[config.mk]
export PLATFORM = sky130hd
export DESIGN_NAME = voice_channel_allocator_flat
export DESIGN_NICKNAME = d
export VERILOG_FILES = /design/src/rtl/vca_pkg.sv /design/src/rtl/vca_in_if.sv /design/src/rtl/vca_out_if.sv /design/src/rtl/vca_cell.sv /design/src/rtl/vca_ctrl.sv /design/src/rtl/voice_channel_allocator.sv /design/src/flat_wrapper.sv
export SDC_FILE = /design/constraint.sdc
export NUM_CORES = 2
export LEC_CHECK = 0
export BUFFER_PORTS_ARGS = -buffer_cell sky130_fd_sc_hd__clkbuf_2
export CORE_ASPECT_RATIO = 0.75
export CORE_UTILIZATION = 63
export DETAILED_ROUTE_END_ITERATION = 6
export MAX_ROUTING_LAYER = met4
export PLACE_DENSITY = 0.9
export SYNTH_ARGS = -nofsm -noshare
export SYNTH_HDL_FRONTEND = slang
export SYNTH_SLANG_ARGS = --single-unit
[constraint.sdc]
create_clock -name clk -period 4.75 [get_ports clk]
set_input_delay 0.95 -clock clk [delete_from_list [all_inputs] [get_ports clk]]
set_output_delay 0.95 -clock clk [all_outputs]
set_load 0.01 [all_outputs]
[src/rtl/vca_pkg.sv]
// package: types, widths and codes of the voice channel allocator
`default_nettype none
package vca_pkg;

  localparam int CHANNELS_DEF = 32;
  localparam int IDX_W        = 6;
  localparam int ENT_W        = 10;
  localparam int SUB_W        = 3;
  localparam int TIME_W       = 32;
  localparam int ACT_W        = 6;
  localparam int REL_W        = 5;
  localparam int CHAN_W       = 5;
  localparam int ADDR_W       = 3;
  localparam int DATA_W       = 32;

  localparam logic       CMD_ALLOC   = 1'b0;
  localparam logic       CMD_RELEASE = 1'b1;
  localparam logic       REG_ACTIVE  = 1'b0;
  localparam logic       REG_PLAYER  = 1'b1;

  localparam logic [ACT_W-1:0] ACTIVE_RST = 6'd32;
  localparam logic [ENT_W-1:0] PLAYER_RST = 10'd1;

  // running candidate handed from cell to cell
  typedef struct packed {
    logic              done;
    logic              found;
    logic              busy;
    logic [IDX_W-1:0]  idx;
    logic [TIME_W-1:0] oldest;
  } scan_t;

  // request fields broadcast to every cell
  typedef struct packed {
    logic [ENT_W-1:0] ent;
    logic [SUB_W-1:0] sub;
    logic [ENT_W-1:0] player;
    logic [ACT_W-1:0] active;
  } req_t;

  // update of one cell
  typedef struct packed {
    logic              en;
    logic              alloc;
    logic [IDX_W-1:0]  idx;
    logic              raw;
    logic [ENT_W-1:0]  ent;
    logic [SUB_W-1:0]  sub;
    logic [TIME_W-1:0] now;
  } wr_t;

endpackage
`default_nettype wire

[src/rtl/vca_in_if.sv]
// interface: request channel of the voice channel allocator
`default_nettype none
interface vca_in_if;
  import vca_pkg::*;

  logic              valid;
  logic              ready;
  logic              cmd;
  logic [ENT_W-1:0]  entity;
  logic [SUB_W-1:0]  entity_channel;
  logic [TIME_W-1:0] now;
  logic              as_raw;
  logic [REL_W-1:0]  release_index;

  modport source (output valid, cmd, entity, entity_channel, now, as_raw, release_index,
                  input ready);
  modport sink   (input valid, cmd, entity, entity_channel, now, as_raw, release_index,
                  output ready);
endinterface
`default_nettype wire

[src/rtl/vca_out_if.sv]
// interface: result channel of the voice channel allocator
`default_nettype none
interface vca_out_if;
  import vca_pkg::*;

  logic              valid;
  logic              ready;
  logic              granted;
  logic [CHAN_W-1:0] channel;
  logic              evicted;

  modport source (output valid, granted, channel, evicted, input ready);
  modport sink   (input valid, granted, channel, evicted, output ready);
endinterface
`default_nettype wire

[src/rtl/vca_cell.sv]
// module: one channel cell, holding its state and passing the scan on
`default_nettype none
module vca_cell #(
  parameter int INDEX = 0
) (
  input  wire logic           clk,
  input  wire logic           rst,
  input  wire vca_pkg::req_t  req,
  input  wire vca_pkg::wr_t   wr,
  input  wire vca_pkg::scan_t scan_in,
  output vca_pkg::scan_t      scan_out
);
  import vca_pkg::*;

  localparam logic [IDX_W-1:0] MY_IDX = IDX_W'(INDEX);

  logic              busy;
  logic              raw;
  logic [ENT_W-1:0]  owner;
  logic [SUB_W-1:0]  osub;
  logic [TIME_W-1:0] start;
  logic              in_range;
  logic              same_owner;
  logic              is_protected;
  scan_t             scan_next;

  assign in_range     = (7'(INDEX) < 7'(req.active));
  assign same_owner   = (req.sub != '0) && (owner == req.ent) && (osub == req.sub);
  assign is_protected = (owner == req.player) && (req.ent != req.player);

  always_comb begin
    scan_next = scan_in;
    if (!scan_in.done && in_range && !raw) begin
      if (!busy) begin
        scan_next.done  = 1'b1;
        scan_next.found = 1'b1;
        scan_next.busy  = 1'b0;
        scan_next.idx   = MY_IDX;
      end else if (same_owner) begin
        scan_next.done  = 1'b1;
        scan_next.found = 1'b1;
        scan_next.busy  = 1'b1;
        scan_next.idx   = MY_IDX;
      end else if (!is_protected && (start < scan_in.oldest)) begin
        scan_next.found  = 1'b1;
        scan_next.busy   = 1'b1;
        scan_next.idx    = MY_IDX;
        scan_next.oldest = start;
      end
    end
  end

  always_ff @(posedge clk) begin
    scan_out <= scan_next;
    if (rst) begin
      busy <= 1'b0;
      raw  <= 1'b0;
    end else if (wr.en && (wr.idx == MY_IDX)) begin
      busy <= wr.alloc;
      raw  <= wr.alloc & wr.raw;
    end
    if (wr.en && wr.alloc && (wr.idx == MY_IDX)) begin
      owner <= wr.ent;
      osub  <= wr.sub;
      start <= wr.now;
    end
  end

endmodule
`default_nettype wire

[src/rtl/vca_ctrl.sv]
// module: request sequencer, scan timing, cell update and result register
`default_nettype none
module vca_ctrl #(
  parameter int CHANNELS = vca_pkg::CHANNELS_DEF
) (
  input  wire logic                      clk,
  input  wire logic                      rst,
  vca_in_if.sink                         in_ch,
  vca_out_if.source                      out_ch,
  input  wire logic [vca_pkg::ACT_W-1:0] active,
  input  wire logic [vca_pkg::ENT_W-1:0] player,
  input  wire vca_pkg::scan_t            tail,
  output vca_pkg::scan_t                 seed,
  output vca_pkg::req_t                  req,
  output vca_pkg::wr_t                   wr
);
  import vca_pkg::*;

  typedef enum logic [1:0] {IDLE, SCAN, COMMIT} state_t;

  state_t            state;
  logic [IDX_W-1:0]  cnt;
  logic              cmd;
  logic [ENT_W-1:0]  ent;
  logic [SUB_W-1:0]  sub;
  logic [TIME_W-1:0] now;
  logic              raw;
  logic [REL_W-1:0]  rel;
  logic              res_valid;
  logic              res_granted;
  logic [CHAN_W-1:0] res_channel;
  logic              res_evicted;
  logic              in_fire;
  logic              commit;
  logic              rel_ok;
  logic              granted_next;
  logic [CHAN_W-1:0] channel_next;
  logic              evicted_next;

  assign in_ch.ready    = (state == IDLE);
  assign in_fire        = in_ch.valid && in_ch.ready;
  assign commit         = (state == COMMIT) && (!res_valid || out_ch.ready);
  assign rel_ok         = (7'(rel) < 7'(CHANNELS));

  assign out_ch.valid   = res_valid;
  assign out_ch.granted = res_granted;
  assign out_ch.channel = res_channel;
  assign out_ch.evicted = res_evicted;

  assign seed = '{done: 1'b0, found: 1'b0, busy: 1'b0, idx: '0, oldest: now};
  assign req  = '{ent: ent, sub: sub, player: player, active: active};

  always_comb begin
    wr.alloc = (cmd == CMD_ALLOC);
    wr.raw   = raw;
    wr.ent   = ent;
    wr.sub   = sub;
    wr.now   = now;
    if (cmd == CMD_RELEASE) begin
      wr.en        = commit && rel_ok;
      wr.idx       = IDX_W'(rel);
      granted_next = rel_ok;
      channel_next = rel_ok ? CHAN_W'(rel) : '0;
      evicted_next = 1'b0;
    end else begin
      wr.en        = commit && tail.found;
      wr.idx       = tail.idx;
      granted_next = tail.found;
      channel_next = tail.found ? tail.idx[CHAN_W-1:0] : '0;
      evicted_next = tail.found && tail.busy;
    end
  end

  always_ff @(posedge clk) begin
    if (rst) begin
      state     <= IDLE;
      cnt       <= '0;
      res_valid <= 1'b0;
    end else begin
      if (commit) begin
        res_valid <= 1'b1;
      end else if (out_ch.ready) begin
        res_valid <= 1'b0;
      end
      unique case (state)
        IDLE: begin
          cnt <= '0;
          if (in_fire) begin
            state <= (in_ch.cmd == CMD_RELEASE) ? COMMIT : SCAN;
          end
        end
        SCAN: begin
          cnt <= cnt + 1'b1;
          if (cnt == IDX_W'(CHANNELS - 1)) begin
            state <= COMMIT;
          end
        end
        COMMIT: begin
          if (commit) begin
            state <= IDLE;
          end
        end
        default: state <= IDLE;
      endcase
    end
    if (in_fire) begin
      cmd <= in_ch.cmd;
      ent <= in_ch.entity;
      sub <= in_ch.entity_channel;
      now <= in_ch.now;
      raw <= in_ch.as_raw;
      rel <= in_ch.release_index;
    end
    if (commit) begin
      res_granted <= granted_next;
      res_channel <= channel_next;
      res_evicted <= evicted_next;
    end
  end

endmodule
`default_nettype wire

[src/rtl/voice_channel_allocator.sv]
// top level: voice channel allocator with oldest-voice stealing
// requests arrive on in_ch, one result per request leaves on out_ch; both are
// valid/ready channels, a transfer taking place when valid and ready are high.
// an allocate request enters a row of CHANNELS cells, one per channel, and
// the running candidate moves one cell per cycle; the result is registered in
// the COMMIT state that follows the scan. a release needs no scan, goes
// straight to COMMIT and has its result registered there.
// one request is in work at a time: the next is taken only once the last one
// has been committed to the result register.
// the result register holds a finished result while out_ch is stalled; the
// next request is taken meanwhile, and its result waits for the register.
// registers on the apb port: active_channels at 0x0, player_entity at 0x4,
// written in the access phase, pready always high.
// reset clears all busy and raw flags, the result register and loads
// active_channels with 32 and player_entity with 1; no clearing pass.
`default_nettype none
module voice_channel_allocator #(
  parameter int CHANNELS = vca_pkg::CHANNELS_DEF
) (
  input  wire logic                       clk,
  input  wire logic                       rst,
  vca_in_if.sink                          in_ch,
  vca_out_if.source                       out_ch,
  input  wire logic                       psel,
  input  wire logic                       penable,
  input  wire logic                       pwrite,
  input  wire logic [vca_pkg::ADDR_W-1:0] paddr,
  input  wire logic [vca_pkg::DATA_W-1:0] pwdata,
  output logic      [vca_pkg::DATA_W-1:0] prdata,
  output logic                            pready
);
  import vca_pkg::*;

  logic [ACT_W-1:0] active_channels;
  logic [ENT_W-1:0] player_entity;
  scan_t            links [CHANNELS+1];
  req_t             req;
  wr_t              wr;

  assign pready = 1'b1;

  always_ff @(posedge clk) begin
    if (rst) begin
      active_channels <= ACTIVE_RST;
      player_entity   <= PLAYER_RST;
    end else if (psel && penable && pwrite) begin
      unique case (paddr[2])
        REG_ACTIVE: active_channels <= pwdata[ACT_W-1:0];
        REG_PLAYER: player_entity   <= pwdata[ENT_W-1:0];
        default: ;
      endcase
    end
  end

  always_comb begin
    unique case (paddr[2])
      REG_ACTIVE: prdata = DATA_W'(active_channels);
      REG_PLAYER: prdata = DATA_W'(player_entity);
      default:    prdata = '0;
    endcase
  end

  vca_ctrl #(.CHANNELS(CHANNELS)) u_ctrl (
    .clk    (clk),
    .rst    (rst),
    .in_ch  (in_ch),
    .out_ch (out_ch),
    .active (active_channels),
    .player (player_entity),
    .tail   (links[CHANNELS]),
    .seed   (links[0]),
    .req    (req),
    .wr     (wr)
  );

  for (genvar i = 0; i < CHANNELS; i++) begin : g_cell
    vca_cell #(.INDEX(i)) u_cell (
      .clk      (clk),
      .rst      (rst),
      .req      (req),
      .wr       (wr),
      .scan_in  (links[i]),
      .scan_out (links[i+1])
    );
  end

endmodule
`default_nettype wire

[src/flat_wrapper.sv]
// flat-port wrapper written by rule: the top's interface ports become plain ports
module voice_channel_allocator_flat import vca_pkg::*;
#(
  parameter int CHANNELS = vca_pkg::CHANNELS_DEF
)
  (clk, rst, psel, penable, pwrite, paddr, pwdata, prdata, pready, in_ch_valid, in_ch_cmd, in_ch_entity, in_ch_entity_channel, in_ch_now, in_ch_as_raw, in_ch_release_index, in_ch_ready, out_ch_valid, out_ch_granted, out_ch_channel, out_ch_evicted, out_ch_ready);
  vca_in_if in_ch_i ();
  vca_out_if out_ch_i ();
  input  wire logic clk;
  input  wire logic rst;
  input  wire logic psel;
  input  wire logic penable;
  input  wire logic pwrite;
  input  wire logic [vca_pkg::ADDR_W-1:0] paddr;
  input  wire logic [vca_pkg::DATA_W-1:0] pwdata;
  output logic      [vca_pkg::DATA_W-1:0] prdata;
  output logic pready;
  input wire logic [$bits(in_ch_i.valid)-1:0] in_ch_valid;
  input wire logic [$bits(in_ch_i.cmd)-1:0] in_ch_cmd;
  input wire logic [$bits(in_ch_i.entity)-1:0] in_ch_entity;
  input wire logic [$bits(in_ch_i.entity_channel)-1:0] in_ch_entity_channel;
  input wire logic [$bits(in_ch_i.now)-1:0] in_ch_now;
  input wire logic [$bits(in_ch_i.as_raw)-1:0] in_ch_as_raw;
  input wire logic [$bits(in_ch_i.release_index)-1:0] in_ch_release_index;
  output wire logic [$bits(in_ch_i.ready)-1:0] in_ch_ready;
  output wire logic [$bits(out_ch_i.valid)-1:0] out_ch_valid;
  output wire logic [$bits(out_ch_i.granted)-1:0] out_ch_granted;
  output wire logic [$bits(out_ch_i.channel)-1:0] out_ch_channel;
  output wire logic [$bits(out_ch_i.evicted)-1:0] out_ch_evicted;
  input wire logic [$bits(out_ch_i.ready)-1:0] out_ch_ready;
  assign in_ch_i.valid = in_ch_valid;
  assign in_ch_i.cmd = in_ch_cmd;
  assign in_ch_i.entity = in_ch_entity;
  assign in_ch_i.entity_channel = in_ch_entity_channel;
  assign in_ch_i.now = in_ch_now;
  assign in_ch_i.as_raw = in_ch_as_raw;
  assign in_ch_i.release_index = in_ch_release_index;
  assign in_ch_ready = in_ch_i.ready;
  assign out_ch_valid = out_ch_i.valid;
  assign out_ch_granted = out_ch_i.granted;
  assign out_ch_channel = out_ch_i.channel;
  assign out_ch_evicted = out_ch_i.evicted;
  assign out_ch_i.ready = out_ch_ready;
  voice_channel_allocator #(.CHANNELS(CHANNELS)) u_core (.clk(clk), .rst(rst), .in_ch(in_ch_i), .out_ch(out_ch_i), .psel(psel), .penable(penable), .pwrite(pwrite), .paddr(paddr), .pwdata(pwdata), .prdata(prdata), .pready(pready));
endmodule
==> metrics.md <==
| Metric | Value |
|---|---|
| Status | `finished with violations` |
| Failing checks | `design-rule violations, max-capacitance violations` |
| Number of detailed-routing iterations run before antenna repair | `7` |
| CTS tree | `done` |
| Number of resized instances in the post-cts repair step | `0` |
| Share of the clock period used by the worst path after layout | `0.8770` |
| Final Slew Violations | `0` |
| Worst Setup SP | `u_core.u_ctrl.ent[7]$_DFFE_PP_` |
| Clock Pin Slew Worst Setup and Hold Paths | `0.07 ns` |
| WP buf/inv | `1` |
| Synth warnings | `0` |
| Number of clock sinks | `2804` |
| Maximum number of pins on one net before global-route repair | `90` |
| Critical path start-end classification | `register to register` |
| Site row count | `139` |
| Final critical path time including I/O delays and setup | `4.166 ns` |
| Largest vdd supply drop | `0.4257 mV` |
| Series of cell instances along the critical path | `xor2_1, nor4_1, and4_2, buf_4, o211ai_1, a211oi_4, nand3_2, mux2_1` |
| Global routing met3 resource utilization | `0.06312` |
| Layout cell share with drive strength beyond 1 | `0.1546` |
| Power density of the placed cells | `387.9 nW/µm²` |
| DRC violation total after the first TritonRoute iteration | `9647` |
| Post-synth ARST share | `0` |
| Root cell of the clock tree | `clkbuf_16` |
| Total number of vias | `78.72k` |
| GR peak layer | `met2` |
| Setup crit end | `u_core.g_cell[14].u_cell.scan_out[11]$_DFF_P_` |
| Overflow after GRT | `0` |
| Largest delay share family, worst path | `simple AND/OR/NAND/NOR gates` |
| Static Leakage | `55.05 nW` |
| Input/output buffers | `88` |
| Top area cells in the synthesized netlist | `edfxtp_1 (37%), dfxtp_1 (21%), ha_1 (10%)` |
| Flop2flop setup slack | `0.58 ns` |
| CTS Hold Buffers Added | `0` |
| Arr. time, crit path | `4.93 ns` |
| Depth of the most critical reg-to-reg path | `8` |
| Global routing usage summed across all routing layers | `0.3263` |
| Clock Tree Buf Depth | `3` |
| Unrepaired setup endpoints after global routing | `no` |
| Antenna violations before repair | `19` |
| Total Neg Setup Slack | `0 ns` |
| Number of register bits inferred by synthesis | `2804` |
| Width of the die | `509.7 µm` |
| DRC violation count after routing | `1` |
| Number of hold-slack violations in the final timing report | `0` |
| First-pass GRT wire length | `471.3 mm` |
| Boundary Pins | `136` |
| CP Max Fanout | `32` |
| H-Tree Level Count | `4` |
| Worst setup SP type | `register` |
| Max-capacitance violation count | `1` |
| Top cell type's share of synthesized area | `0.3695` |
| Most instantiated flip-flop cell in the synthesis netlist | `edfxtp_1` |
| Vertical extent of the die | `382.8 µm` |
| DRT Wirelength | `312.7 mm` |
| Layout-stage area growth over the synthesis result | `9.941%` |
| Critical Path Slowest Stage Cell | `nand3_2` |
| Critical register-to-register path startpoint | `u_core.u_ctrl.ent[7]$_DFFE_PP_` |
| Total half-perimeter wirelength after legalization and detailed placement | `203.1 mm` |
| Detail Route Antenna Nets | `0` |
| Vias in the first global route | `80.97k` |
| Insertion delay to the later sink of the worst-skew pair | `0.90 ns` |
| Count of flip-flops with a built-in enable after synthesis | `1499` |
| Post-CTS setup repair buffer count | `0` |
| Category of the worst setup path capture point | `register` |
| Synth cell types | `85` |
| Net count reported at finish | `10.93k` |
| Final Cell Area | `133900 µm²` |
| Post-route clock skew | `0.05502 ns` |
| Maximum single-stage delay on the critical path | `0.76 ns` |
| Average size of a mapped cell | `12.71 µm²` |
| Starting density of the core | `0.6356` |
| DP Area | `125800 µm²` |
| Synth Instances | `9585` |
| Final GP Congestion | `0.9448` |
| Area enclosed by the die boundary | `195100 µm²` |
| Total CTS buffers | `236` |
| Worst r2r dst | `u_core.g_cell[14].u_cell.scan_out[11]$_DFF_P_` |
| Max Clock Freq | `240.0 MHz` |
| Floorplan core area | `191700 µm²` |
| Worst-case setup margin in the final layout | `0.5841 ns` |
| Util after Layout | `0.6988` |
| Met1 layer usage reported by global route | `0.4106` |
| Cell area after synthesis | `121800 µm²` |
| Transition time at the pin with the least slew margin | `1.472 ns` |
| Rel. slew slack | `0.006101` |
| Cell taking the most area after synthesis | `edfxtp_1` |
| Post-synthesis sequential area ratio | `0.5840` |
| Detailed-route vias per instance | `6.250` |
| Fill cells | `11.51k` |
| Total number of cells along the worst setup path | `8` |
| Critical Path RT | `5.51 ns` |
| Detailed-route wire length per cell | `24.82 µm` |
| Setup violation total in the final timing report | `0` |
| Class of the tightest hold or removal check | `input pin to register` |
| Place WS | `0.7819 ns` |
| Met2 Track Usage GR | `0.5092` |
[metrics by stage]
step / cells / total power [mW] / hold slack, ns
after floorplan: 9606 / 30.26 / 0.3863
after global placement: 12140 / 31.68 / 0.3950
after detailed placement: 12140 / 31.99 / 0.3942
after CTS: 12590 / 51.85 / 0.1769
after global routing: 12596 / 53.33 / 0.1883
final: 12596 / 51.95 / 0.2183
[flip-flops by register name, summed over array words and instances, names as in the netlist]
name / count
u_core.g_cell.u_cell.osub: 96
u_core.u_ctrl.out_ch.channel: 5
u_core.u_ctrl.state: 2
u_core.u_ctrl.out_ch.valid: 1
u_core.u_ctrl.out_ch.granted: 1
u_core.g_cell.u_cell.owner: 320
u_core.u_ctrl.cmd: 1
u_core.u_ctrl.rel: 5
u_core.u_ctrl.out_ch.evicted: 1
u_core.u_ctrl.ent: 10
u_core.g_cell.u_cell.scan_out: 1216
u_core.g_cell.u_cell.raw: 32
u_core.player_entity: 10
u_core.g_cell.u_cell.busy: 32
u_core.u_ctrl.raw: 1
u_core.u_ctrl.cnt: 6
u_core.u_ctrl.now: 32
u_core.u_ctrl.sub: 3
u_core.g_cell.u_cell.start: 1024
u_core.active_channels: 6
[cells in the final DEF (no fill, tap or decap), types with 16 or more instances in the layout]
| cell | synthesis | routed |
|---|---|---|
| edfxtp_1 | 1499 | 1499 |
| dfxtp_1 | 1305 | 1295 |
| inv_1 | 1043 | 1041 |
| ha_1 | 993 | 993 |
| mux2_2 | 670 | 670 |
| xor2_1 | 491 | 491 |
| a21oi_1 | 455 | 455 |
| nand2_1 | 443 | 443 |
| o21ai_0 | 314 | 314 |
| nor2_1 | 313 | 280 |
| clkbuf_16 | 0 | 255 |
| nand4_1 | 237 | 237 |
| xnor2_1 | 225 | 225 |
| nor4_1 | 179 | 179 |
| buf_4 | 44 | 159 |
| mux2_4 | 120 | 120 |
| mux2_1 | 115 | 115 |
| nand2b_1 | 107 | 107 |
| nand3_1 | 100 | 100 |
| clkbuf_2 | 0 | 87 |
| a21o_1 | 78 | 78 |
| nor3_1 | 75 | 75 |
| a211oi_1 | 62 | 62 |
| clkbuf_1 | 54 | 56 |
| clkinv_2 | 0 | 51 |
| or2_2 | 45 | 45 |
| mux2i_1 | 38 | 38 |
| and2_1 | 32 | 31 |
| nor2_4 | 1 | 31 |
| clkbuf_8 | 0 | 31 |
| or3_1 | 30 | 30 |
| and3_1 | 28 | 28 |
| conb_1 | 2 | 23 |
| and4_1 | 19 | 18 |
| nor2b_1 | 17 | 16 |
| o211ai_1 | 16 | 16 |
| a2111oi_0 | 16 | 16 |
| o21bai_1 | 17 | 16 |
[power by group]
part	total (mW)	internal, mW	switching, mW	leakage, nW
Combinational	4.47	1.71	2.76	26.6
Sequential	27.3	26.6	0.662	24.4
Clock	20.2	11.1	9.06	4.02
Total	51.9	39.5	12.5	55.0
[routing by layer]
layer	up-vias	share of wire	wire, µm
li1	34527	-	-
met1	38646	0.39	121000
met2	4500	0.46	144700
met3	1049	0.099	31090
met4	0	0.051	15870
met5	-	0	0
[layout make-up]
class	instances	area (µm²)	area share
Antenna cell	6	15.01	0.0001121
Clock buffer	342	7018	0.05240
Multi-Input combinational cell	5496	45640	0.3408
Timing Repair Buffer	259	1889	0.01411
Sequential cell	2804	71150	0.5313
Tap cell	2538	3176	0.02371
Clock inverter	108	1121	0.008371
Inverter	1043	3915	0.02923
[worst register-to-register path: stages (launching register included)]
cell and delay (ns):
edfxtp_1 0.48, xor2_1 0.21, nor4_1 0.44, and4_2 0.53
buf_4 0.42, o211ai_1 0.22, a211oi_4 0.35, nand3_2 0.76
mux2_1 0.65
[worst min-delay path by stage]
| stage | startpoint | endpoint | slack [ns] | cells past startpoint |
|---|---|---|---|---|
| 6_report | in_ch_now[30] | u_core.u_ctrl.now[30]$_DFFE_PP_ | 0.22 | 1 |
| 5_1_grt | in_ch_now[8] | u_core.u_ctrl.now[8]$_DFFE_PP_ | 0.19 | 1 |
| 2_1_floorplan | u_core.g_cell[9].u_cell.scan_out[33]$_DFF_P_ | u_core.g_cell[10].u_cell.scan_out[33]$_DFF_P_ | 0.39 | 1 |
| 4_1_cts | in_ch_now[30] | u_core.u_ctrl.now[30]$_DFFE_PP_ | 0.18 | 1 |
| 3_5_place_dp | u_core.g_cell[18].u_cell.scan_out[32]$_DFF_P_ | u_core.g_cell[19].u_cell.scan_out[32]$_DFF_P_ | 0.39 | 1 |
| 3_3_place_gp | u_core.g_cell[17].u_cell.scan_out[39]$_DFF_P_ | u_core.g_cell[18].u_cell.scan_out[39]$_DFF_P_ | 0.39 | 1 |
[synth_stat cells, types with 14 or more instances]
cell type  instances
or2_2             45
buf_4             44
a2111oi_0         16
mux2_4           120
o32a_1            15
or3_1             30
and3_1            28
o211ai_1          16
and2_1            32
edfxtp_1        1499
inv_1           1043
mux2_1           115
nor2_1           313
and4_1            19
nand2b_1         107
buf_2            134
clkbuf_1          54
a211oi_1          62
nand4_1          237
nor2b_1           17
nand2_1          443
nor3_1            75
o21bai_1          17
dfxtp_1         1305
mux2_2           670
mux2i_1           38
o21ai_0          314
xnor2_1          225
a21o_1            78
nand3_1          100
a211o_1           14
a21oi_1          455
nor4_1           179
xor2_1           491
buf_6             18
ha_1             993
[cells by family (layout without fill, tap and decap cells)]
family,Yosys count,after routing,share of synthesized area
multiplexers,943,943,0.09048
AO/OA/AOI/OAI,1140,1140,0.05701
other,2,29,0.00006165
adder cells (fa/ha/maj),993,993,0.1020
AND/OR/NAND/NOR,1681,1681,0.07089
buffers and inverters,1306,1752,0.04409
flip-flops,2804,2804,0.5840
XOR/XNOR,716,716,0.05148
No activity file was read; power rests on OpenSTA's default activity.
